==> src/rtl/core/rcl_pkg.sv <==
// Package for the range colormap lookup block.
// Holds the word types, mode and status codes and the chain flag struct.
// Depends on nothing; every other file of the block imports it.
package rcl_pkg;

  localparam logic [1:0] MODE_LOAD_ENTRY = 2'd0;
  localparam logic [1:0] MODE_LOAD_GAMMA = 2'd1;
  localparam logic [1:0] MODE_INTERP     = 2'd2;
  localparam logic [1:0] MODE_NEAREST    = 2'd3;

  localparam logic [2:0] ST_LOADED  = 3'd0;
  localparam logic [2:0] ST_HIT     = 3'd1;
  localparam logic [2:0] ST_BETWEEN = 3'd2;
  localparam logic [2:0] ST_BELOW   = 3'd3;
  localparam logic [2:0] ST_ABOVE   = 3'd4;
  localparam logic [2:0] ST_EMPTY   = 3'd5;
  localparam logic [2:0] ST_NONE    = 3'd6;

  typedef struct packed {
    logic [1:0]         mode;
    logic [3:0]         entry_index;
    logic signed [31:0] range_low;
    logic signed [31:0] range_high;
    logic [7:0]         red_in;
    logic [7:0]         green_in;
    logic [7:0]         blue_in;
    logic [7:0]         lut_address;
    logic [7:0]         lut_word;
    logic signed [31:0] sample;
  } in_word_t;

  typedef struct packed {
    logic [7:0] red_out;
    logic [7:0] green_out;
    logic [7:0] blue_out;
    logic [2:0] status;
  } out_word_t;

  typedef struct packed {
    logic valid;
    logic hit;
    logic gap;
  } cell_flags_t;

endpackage

==> src/rtl/core/rcl_cell.sv <==
// One cell of the range chain: holds one table entry and checks the passing sample.
// Depends on rcl_pkg for the flag struct.
module rcl_cell #(
  parameter int W   = 32,
  parameter int NW  = 5,
  parameter int IDX = 0
) (
  input  logic                 clk,
  input  logic                 rst,
  input  logic                 wr_en,
  input  logic signed [W-1:0]  wr_low,
  input  logic signed [W-1:0]  wr_high,
  input  logic [23:0]          wr_color,
  input  logic signed [W-1:0]  nxt_low,
  input  logic [23:0]          nxt_color,
  input  rcl_pkg::cell_flags_t flags_in,
  input  logic signed [W-1:0]  z_in,
  input  logic [NW-1:0]        n_in,
  input  logic signed [W-1:0]  lo_in,
  input  logic signed [W-1:0]  hi_in,
  input  logic [23:0]          c1_in,
  input  logic [23:0]          c2_in,
  input  logic [W-1:0]         best_in,
  input  logic [23:0]          pick_in,
  input  logic [23:0]          hit_in,
  output rcl_pkg::cell_flags_t flags_out,
  output logic signed [W-1:0]  z_out,
  output logic [NW-1:0]        n_out,
  output logic signed [W-1:0]  lo_out,
  output logic signed [W-1:0]  hi_out,
  output logic [23:0]          c1_out,
  output logic [23:0]          c2_out,
  output logic [W-1:0]         best_out,
  output logic [23:0]          pick_out,
  output logic [23:0]          hit_out,
  output logic signed [W-1:0]  low,
  output logic signed [W-1:0]  high,
  output logic [23:0]          color
);
  import rcl_pkg::*;

  logic                active;
  logic                gap_ok;
  logic signed [W:0]   df1;
  logic signed [W:0]   df2;
  logic [W-1:0]        d1;
  logic [W-1:0]        d2;
  logic [W-1:0]        near_d;

  always_ff @(posedge clk) begin
    if (wr_en) begin
      low   <= wr_low;
      high  <= wr_high;
      color <= wr_color;
    end
  end

  always_comb begin
    active = flags_in.valid && (IDX < int'(n_in));
    gap_ok = ((IDX + 1) < int'(n_in)) && (z_in >= high) && (z_in <= nxt_low);
    df1    = (W+1)'(z_in) - (W+1)'(low);
    df2    = (W+1)'(z_in) - (W+1)'(high);
    d1     = df1[W] ? W'(-df1) : W'(df1);
    d2     = df2[W] ? W'(-df2) : W'(df2);
    near_d = (d1 < d2) ? d1 : d2;
  end

  always_ff @(posedge clk) begin
    if (rst) begin
      flags_out <= '0;
    end else begin
      flags_out.valid <= flags_in.valid;
      flags_out.hit   <= flags_in.hit || (active && z_in >= low && z_in <= high);
      flags_out.gap   <= flags_in.gap || (active && gap_ok);
    end
  end

  always_ff @(posedge clk) begin
    z_out    <= z_in;
    n_out    <= n_in;
    lo_out   <= lo_in;
    hi_out   <= hi_in;
    c1_out   <= c1_in;
    c2_out   <= c2_in;
    best_out <= best_in;
    pick_out <= pick_in;
    hit_out  <= hit_in;
    if (active && !flags_in.hit && z_in >= low && z_in <= high) begin
      hit_out <= color;
    end
    if (active && !flags_in.gap && gap_ok) begin
      lo_out <= high;
      hi_out <= nxt_low;
      c1_out <= color;
      c2_out <= nxt_color;
    end
    if (active && near_d < best_in) begin
      best_out <= near_d;
      pick_out <= color;
    end
  end

endmodule

==> config.mk <==
export PLATFORM = sky130hd
export DESIGN_NAME = rcl_cell
export DESIGN_NICKNAME = d
export VERILOG_FILES = /design/src/rtl/core/rcl_pkg.sv /design/src/rtl/core/rcl_cell.sv
export SDC_FILE = /design/constraint.sdc
export NUM_CORES = 1
export LEC_CHECK = 0
export BUFFER_PORTS_ARGS = -buffer_cell sky130_fd_sc_hd__buf_2
export CELL_PAD_IN_SITES_DETAIL_PLACEMENT = 0
export CELL_PAD_IN_SITES_GLOBAL_PLACEMENT = 1
export CORE_AREA = 3 3 268 270
export DETAILED_ROUTE_END_ITERATION = 6
export DIE_AREA = 0 0 271 273
export GPL_TIMING_DRIVEN = 1
export PLACE_DENSITY = 0.71
export SYNTH_ARGS = -nofsm -noshare
export SYNTH_HDL_FRONTEND = slang
export SYNTH_SLANG_ARGS = --single-unit
==> constraint.sdc <==
create_clock -name clk -period 20.1 [get_ports clk]
set_input_delay 4.02 -clock clk [delete_from_list [all_inputs] [get_ports clk]]
set_output_delay 4.02 -clock clk [all_outputs]
set_load 0.01 [all_outputs]
## After elaboration in Yosys (flattened, before gate mapping)

Index checks and enable logic that the tools add are counted.

| storage, ports and cells | value |
|---|---|
| output and inout bits | 320 |
| word-level logic and storage cells | 53 |
| input port bits | 379 |
| flip-flop bits (word level) | 320 |

| operators by class | value |
|---|---|
| reduce and logical (&&, ||, !) cells | 16 |
| multiplexer cells | 10 |
| add/sub/neg operators | 4 |
| order comparisons | 8 |

Operators with widths:

| operator | count |
|---|---|
| $mux 32 | 6 |
| $mux 24 | 4 |
| $sub 32x32->33 | 2 |
| $ge 32x32->1 | 2 |
| $le 32x32->1 | 2 |
| $lt 32x32->1 | 2 |
| $neg 32->32 | 2 |
| $logic_and 1x1->1 | 12 |
| $lt 1x5->1 const A | 2 |
| $logic_not 1->1 | 2 |
| $logic_or 1x1->1 | 2 |

## Longest topological paths before layout

Gate-level depths: netlist of run 1.

| logic depth | value |
|---|---|
| depth in word-level cells | 8 |
| mapped depth | 38 |
| gate-level depth less buffers | 34 |

## Worst setup path before layout of run 1

OpenSTA, ideal clock, no wires.

| timing | value |
|---|---|
| kind | input-to-reg |
| start point | input z_in[0] |
| end point | register best_out[13] |
| buffers on the path | 4 |
| stages on the path | 34 |
| data arrival time | 11.856 ns |
| setup time | 0.121 ns |
| path slack | 8.123 ns |
| cell sequence | inv_1 -> ha_1 -> fa_1 -> nand2b_1 -> a211o_1 -> a211o_1 -> a21o_1 -> xor2_1 -> nand4b_1 -> or4_4 -> o41ai_2 -> xor2_1 -> inv_1 -> ha_1 -> nand3_1 -> nor2_1 -> nand2_1 -> a211o_1 -> o21ai_0 -> clkbuf_1 -> buf_1 -> mux2i_1 -> ha_1 -> a21o_1 -> a21o_1 -> a21o_1 -> a21o_1 -> a21oi_1 -> o21ai_0 -> a211oi_1 -> o31a_1 -> buf_1 -> buf_1 -> mux2_2 |

| between the ends | value |
|---|---|
| cells in the longest elaborated chain, start to end | 8 |
| elaborated cells between the ends (all ways) | 11 |
| those cells by class | add/sub: 4; order compare: 2; mux: 4; reduce/logical: 1 |

RTL lines:

| item | line | RTL |
|---|---|---|
| start: declaration | rcl_cell.sv:17 | `input logic signed [W-1:0] z_in,` |
| $sub 32x32->33, on equally long branches | rcl_cell.sv:61, rcl_cell.sv:62 |  |
| $neg 32->32, on equally long branches | rcl_cell.sv:63, rcl_cell.sv:64 |  |
| $mux 32, on equally long branches | rcl_cell.sv:63, rcl_cell.sv:64 |  |
| $lt 32x32->1 | rcl_cell.sv:65 | `near_d = (d1 < d2) ? d1 : d2;` |
| $mux 32 * | rcl_cell.sv:65 |  |
| $lt 32x32->1 | rcl_cell.sv:97 | `if (active && near_d < best_in) begin` |
| $logic_and 1x1->1 | rcl_cell.sv:97 |  |
| $mux 32 * | rcl_cell.sv:97 |  |
| end signal: assignment | rcl_cell.sv:85 | `best_out <= best_in;` |
| end signal: assignment | rcl_cell.sv:98 | `best_out <= near_d;` |
| end: declaration | rcl_cell.sv:33 | `output logic [W-1:0] best_out,` |

Mark *: on every way between the ends. The rest lies on a longest branch, timed or not.
A chain may end at the register's enable or synchronous reset.

## Final worst setup path of run 1

| timing | value |
|---|---|
| start point | input z_in[0] |
| end point | register best_out[31] |

Same word-level chain as after synthesis.

==> results of run 1 <==
## kinds of logic after synthesis
kind of cell | Yosys count | share of synthesized area, %
AO/OA/AOI/OAI | 399 | 14.50
buffers and inverters | 224 | 4.815
XOR/XNOR | 94 | 4.500
adder cells (fa/ha/maj) | 162 | 11.16
AND/OR/NAND/NOR | 411 | 11.67
flip-flops | 320 | 39.83
multiplexers | 223 | 13.53
## synth_stat cells, types with 4 or more instances
library cell,count
a221oi_1,4
nor3_1,26
nor2b_1,12
dfxtp_1,232
xor2_1,51
mux2i_1,32
nand4_1,42
or3_1,14
o41ai_1,4
a21o_1,66
and4_1,8
o21ai_1,10
inv_1,171
o31ai_1,13
buf_2,26
nor2_1,87
nor4_1,12
o221ai_1,4
nor3b_1,5
a21oi_1,101
ha_1,160
and2_1,18
xnor2_1,43
o31a_1,7
nand2_1,109
mux2_2,182
o21bai_1,5
nand3_1,19
a211oi_1,18
o21ai_0,73
buf_1,6
nand2b_1,17
o21a_1,14
a31oi_1,15
or2_2,7
a211o_1,8
and3_1,11
o211ai_1,11
mux2_1,8
clkbuf_1,20
edfxtp_1,88
## power by group
| group | leakage, nW | switching (mW) | internal (mW) |
|---|---|---|---|
| clock network | 0.629 | 0.305 | 0.433 |
| registers | 2.82 | 0.0436 | 0.758 |
| logic | 7.93 | 0.636 | 0.447 |
| total | 11.4 | 0.984 | 1.64 |
## placed cells by master, fill, tap and decap left out, types with 12 or more instances in the layout
cell and instances:
a211oi_1 18, a21o_1 66, a21oi_1 101, a31oi_1 15
and2_1 18, buf_2 697, clkbuf_16 40, dfxtp_1 232
edfxtp_1 88, ha_1 160, inv_1 171, mux2_2 182
mux2i_1 32, nand2_1 109, nand2b_1 17, nand3_1 19
nand4_1 42, nor2_1 86, nor3_1 26, nor4_1 12
o21a_1 14, o21ai_0 72, o31ai_1 12, or3_1 14
xnor2_1 43, xor2_1 51
## worst max path at each step
stage,endpoint,slack [ns],cells past startpoint
after floorplan,best_out[13]$_DFF_P_,8.12,34
after global placement,best_out[31]$_DFF_P_,7.06,36
after detailed placement,best_out[31]$_DFF_P_,6.91,35
after CTS,best_out[31]$_DFF_P_,7.50,35
after global routing,best_out[31]$_DFF_P_,6.71,35
final,best_out[31]$_DFF_P_,7.42,35
## layout make-up
type	instances	area [sq um]
Multi-Input combinational cell	1289	10150
Inverter	171	641.9
Clock inverter	25	291.5
Clock buffer	45	1020
Tap cell	940	1176
Fill cell	7276	45650
Antenna cell	2	5.005
Timing Repair Buffer	707	3563
Sequential cell	320	7287
## flip-flops by register name, indices dropped and copies added (netlist names)
name and flops:
color 24, best_out 32, z_out 32, low 32
hit_out 24, high 32, n_out 5, pick_out 24
hi_out 32, c2_out 24, lo_out 32, c1_out 24
flags_out 3
## per-layer routing
metal,vias to the layer above,track usage (%)
li1,8054,-
met1,7686,25.17
met2,633,31.78
met3,101,4.372
met4,6,6.374
met5,-,0
## metrics by stage
stage | total power, mW | cell area (sq um) | hold WS, ns | setup WS (ns) | instances
floorplan | 1.495 | 18300 | 0.5545 | 8.123 | 1833
global placement | 1.896 | 22820 | 0.5344 | 7.064 | 3427
detailed placement | 1.896 | 22820 | 0.5386 | 6.909 | 3427
CTS | 2.648 | 24130 | 0.5504 | 7.498 | 3497
global route | 2.788 | 24130 | 0.5790 | 6.711 | 3497
finish | 2.622 | 24140 | 0.5457 | 7.422 | 3499
==> results_dict.tcl, run 1 <==
set metrics [dict create \
    setup_viol 0 \
    synth_edf_count 88 \
    worstHoldStart "high[17]$_DFFE_PP_" \
    synth_area_leader_cell "dfxtp_1" \
    period_share_pct 63.07 \
    viasPerCell 4.710 \
    synth_cell_type_count 87 \
    setup.worst_path.start "z_in[0]" \
    netlist.area_leader.share_pct 25.39 \
    portBuffers 698 \
    grt_pass1_vias 16430 \
    post-cts-setup-buffers 0 \
    place_hpwl_um 64020 \
    nNetsFinal 3068 \
    finClkSkew_ns 0.02255 \
    critPathMaxFanout 45 \
    numCtsBuffers 38 \
    syn_nets 2374 \
    worstHoldPathCells 1 \
    min_path_type "reg2reg" \
    worst_slew_pin_slew_ns 0.9076 \
    fp.dieArea_sq_um 73980 \
    wirelength_um 75690 \
    grt.total_usage_pct 19.37 \
    clock_sinks 320 \
    wl_met1_um 33090 \
    cpLargestDelayFamily "compound AO/OA/AOI/OAI gates" \
    ir_drop_mv 0.06730 \
    clkLatencyLatePin_ns 0.57 \
    wl_met2_um 34920 \
    r2r_cells 33 \
    grt_max_degree 59 \
    detail_route.wl_per_cell_um 21.63 \
    required_ns 20.52 \
    syn_area_per_cell_sq_um 9.981 \
    synth-async-reset-ratio_pct 0 \
    cts_max_path_buffers 3 \
    core_area_sq_um 69790 \
    r2r-start "high[0]$_DFFE_PP_" \
    slew_headroom_pct 39.09 \
    worstSetupPathType "in2reg" \
    drcViolationCount 0 \
    die_x_um 271 \
    synth_area_sq_um 18300 \
    synth_area_leaders "dfxtp_1 25%, edfxtp_1 14%, mux2_2 11%, ha_1 11%, inv_1 3.5%" \
    cts_tree "done" \
    fp.dieH_um 273 \
    p_leak_nw 11.38 \
    path_common_cell "a21o_1" \
    drtIter0Drc 897 \
    grt.overflow.total 0 \
    synth_top_flop_cell "dfxtp_1" \
    utilization_pct 34.59 \
    ys_seq_area_share_pct 39.83 \
    root_buffer "clkbuf_16" \
    row_count 97 \
    finalHoldViolations 0 \
    cts_resized 0 \
    max_freq_mhz 78.88 \
    rrSetupSlack_ns 10.40 \
    critPathMaxStageDelay_ns 0.61 \
    htree_num_levels 2 \
    period_minus_slack_ns 12.68 \
    ys_ff_latch 320 \
    start_kind "input pin" \
    layout-drive-gt1-share_pct 38.40 \
    grt_pass1_wl_um 107000 \
    synthCells 1833 \
    crit_buf_inv 4 \
    dr.max_layer_used "met5" \
    ant_nets 0 \
    rsz0062_at_grt "false" \
    globalplace.congestion 0.8910 \
    vias 16480 \
    grt_antenna_before_repair 13 \
    drv_slew 0 \
    holdPathEnd "lo_out[17]$_DFF_P_" \
    setup_tns_ns 0 \
    area_delta_synth_final_pct 31.95 \
    crit_path_end_kind "flip-flop" \
    synth_warnings 0 \
    reg2reg_to "best_out[31]$_DFF_P_" \
    drt_pass1_iterations 5 \
    clk_pin_slew_ns 0.06 \
    holdBufCountCts 0 \
    cp_slowest_cell "buf_4" \
    initial_utilization_pct 26.22 \
    status "finished clean" \
    ios 699 \
    arrival_ns 13.10 \
    max-cap-violations 0 \
    p_per_area_nw_per_um2 108.6 \
    wl_met3_um 5104 \
]
(Power assumes the default switching activity.)
==> run 2: changes to the inputs <==
--- a/config.mk
+++ b/config.mk
@@ -5,14 +5,15 @@
 export SDC_FILE = /design/constraint.sdc
 export NUM_CORES = 1
 export LEC_CHECK = 0
+export ABC_AREA = 1
 export BUFFER_PORTS_ARGS = -buffer_cell sky130_fd_sc_hd__buf_2
 export CELL_PAD_IN_SITES_DETAIL_PLACEMENT = 0
 export CELL_PAD_IN_SITES_GLOBAL_PLACEMENT = 1
-export CORE_AREA = 3 3 268 270
+export CORE_AREA = 3 3 275 277
 export DETAILED_ROUTE_END_ITERATION = 6
-export DIE_AREA = 0 0 271 273
+export DIE_AREA = 0 0 278 280
 export GPL_TIMING_DRIVEN = 1
-export PLACE_DENSITY = 0.71
+export PLACE_DENSITY = 0.76
 export SYNTH_ARGS = -nofsm -noshare
 export SYNTH_HDL_FRONTEND = slang
 export SYNTH_SLANG_ARGS = --single-unit
==> constraint.sdc (replaced) <==
create_clock -name clk -period 12.5 [get_ports clk]
set_input_delay 2.5 -clock clk [delete_from_list [all_inputs] [get_ports clk]]
set_output_delay 2.5 -clock clk [all_outputs]
set_load 0.01 [all_outputs]
==> run 2 against run 1 <==
Net effect:
- highest routed layer unchanged
- sequential power rose by 61%
- synthesized cell count rose by 59%
- critical path type unchanged
- final cell count rose by 31%
- global-route usage rose by 2.0 points
==> results_dict.tcl, run 2 <==
set metrics [dict create \
    period_minus_slack_ns 10.02 \
    setup_viol 0 \
    post-cts-setup-buffers 0 \
    p_per_area_nw_per_um2 168.7 \
    row_count 99 \
    synthCells 2906 \
    portBuffers 698 \
    synth_area_sq_um 20190 \
    worstSetupPathType "in2reg" \
    htree_num_levels 2 \
    max_freq_mhz 99.80 \
    ir_drop_mv 0.1112 \
    path_common_cell "nand2_1" \
    holdBufCountCts 0 \
    drtIter0Drc 1114 \
    finClkSkew_ns 0.03348 \
    switching_share_pct 41.60 \
    cts_tree "done" \
    fill_cells 7949 \
    drcViolationCount 0 \
    synth_warnings 0 \
    nNetsFinal 4137 \
    synth-async-reset-ratio_pct 0 \
    power_mw 4.381 \
    layout-drive-gt1-share_pct 24.63 \
    wirelength_um 85330 \
    clk_pin_slew_ns 0.06 \
    worst_slew_pin_slew_ns 0.8241 \
    crit_path_end_kind "flip-flop" \
    p_clk_share_pct 25.7 \
    synth_area_leader_cell "dfxtp_1" \
    multi_input_comb_area_sq_um 10820 \
    grt_pass1_wl_um 125200 \
    min_path_type "reg2reg" \
    p_sw_mw 1.822 \
    area_delta_synth_final_pct 28.65 \
    initial_utilization_pct 27.62 \
    core_area_sq_um 73080 \
    ys_ff_latch 320 \
    synth_top_flop_cell "dfxtp_1" \
    synthTopCellsByCount "968 x nand2_1, 453 x inv_1, 232 x dfxtp_1" \
    grt.overflow.total 0 \
    p_int_mw 2.558 \
    rsz0062_at_grt "false" \
    final_cell_mix "966 x nand2_1, 697 x buf_2, 453 x inv_1, 232 x dfxtp_1, 203 x nand3_1" \
    register_area_sq_um 7287 \
    cts_resized 0 \
    grt_pass1_vias 20280 \
    dpl.cell_count 4515 \
    slew_headroom_pct 45.06 \
    instances_no_fill 4591 \
    period_share_pct 80.16 \
    clock_sinks 320 \
    p_seq_share_pct 29.5 \
    clkLatencyLatePin_ns 0.57 \
    required_ns 12.94 \
    grt_max_degree 82 \
    syn_nets 3447 \
    vias 20670 \
    synth_edf_count 88 \
    arrival_ns 10.46 \
    grt.total_usage_pct 21.35 \
    finalHoldViolations 0 \
    grt_antenna_before_repair 13 \
    ios 699 \
    cp_slowest_cell "clkinv_1" \
    place_hpwl_um 72600 \
    drt_pass1_iterations 5 \
    ys_seq_area_share_pct 36.10 \
    syn_area_per_cell_sq_um 6.947 \
    p_leak_nw 14.27 \
    numCtsBuffers 38 \
    status "finished clean" \
    fp.dieArea_sq_um 77840 \
    start_kind "input pin" \
    globalplace.congestion 0.9062 \
    viasPerCell 4.503 \
    synth_cell_type_count 54 \
    critPathMaxStageDelay_ns 0.66 \
    synth_area_leaders "dfxtp_1 23%, nand2_1 18%, edfxtp_1 13%, ha_1 9.9%, inv_1 8.4%" \
    power_frac_comb_pct 44.8 \
    setup_tns_ns 0 \
    critPathMaxFanout 32 \
    final_common_cell "nand2_1" \
    detail_route.wl_per_cell_um 18.59 \
    drv_slew 0 \
    root_buffer "clkbuf_16" \
    max-cap-violations 0 \
    die_x_um 278 \
    netlist.area_leader.share_pct 23.01 \
    whs_ns 0.5275 \
    fp.dieH_um 280 \
    ant_nets 0 \
    cts_max_path_buffers 3 \
    synth_most_common_cell "nand2_1" \
]
-- run 2: area by class of cell --
class / count / share of cell area [%]
repair buffers: 710 / 13.81
inverters: 483 / 6.981
clock buffers: 57 / 4.177
diodes: 6 / 0.05781
clock inverters: 13 / 0.6408
well taps: 959 / 4.620
multi-input cells: 2043 / 41.66
flip-flops and latches: 320 / 28.06
-- run 2: cells by family after synthesis --
group / synth area share [%]
adders and majority gates: 10.12
and+or+nand+nor: 32.02
xor gates and xnor gates: 2.857
AOI/OAI and AO/OA: 8.498
DFF: 36.10
buffers and inverters: 10.41
-- run 2: through the flow --
step                      setup WS [ns]  area, sq um  util, %
after detailed placement          1.741        24700    33.80
after global placement            1.800        24700    33.80
after global routing              1.520        25970    35.54
after CTS                         2.351        25950    35.51
final                             2.480        25970    35.54
after floorplan                   4.382        20190        -
-- run 2: worst max-delay path, delay by kind of cell --
family	cells	cell delay (ns)
AO/OA/AOI/OAI	5	1.16
XOR/XNOR	1	0.33
AND/OR/NAND/NOR	23	2.73
buffers and inverters	9	2.48
adder cells (fa/ha/maj)	4	1.23
-- run 2: final timing paths --
check,start,endpoint,cells after the start,slack [ns]
max reg2reg,high[0]$_DFFE_PP_,best_out[15]$_DFF_P_,40,3.97
min,color[9]$_DFFE_PP_,pick_out[9]$_DFF_P_,2,0.53
min reg2reg,color[9]$_DFFE_PP_,pick_out[9]$_DFF_P_,2,0.53
max,z_in[0],best_out[15]$_DFF_P_,42,2.48
-- run 2: routing by layer --
| layer | GRT usage [%] | vias to the layer above | wire [um] |
|---|---|---|---|
| met3 | 4.576 | 149 | 5583 |
| met5 | 0 | - | 69 |
| met2 | 37.69 | 711 | 41280 |
| met4 | 8.962 | 10 | 3605 |
| met1 | 25.09 | 9171 | 34790 |
| li1 | - | 10630 | - |
-- run 2: power groups by stage --
stage	clock network [mW]	registers, mW	logic, mW
after detailed placement	0	1.32	1.99
after CTS	1.16	1.30	2.00
after global placement	0	1.31	1.99
final	1.13	1.29	1.96
after global routing	1.21	1.31	2.24
after floorplan	0	1.40	1.15
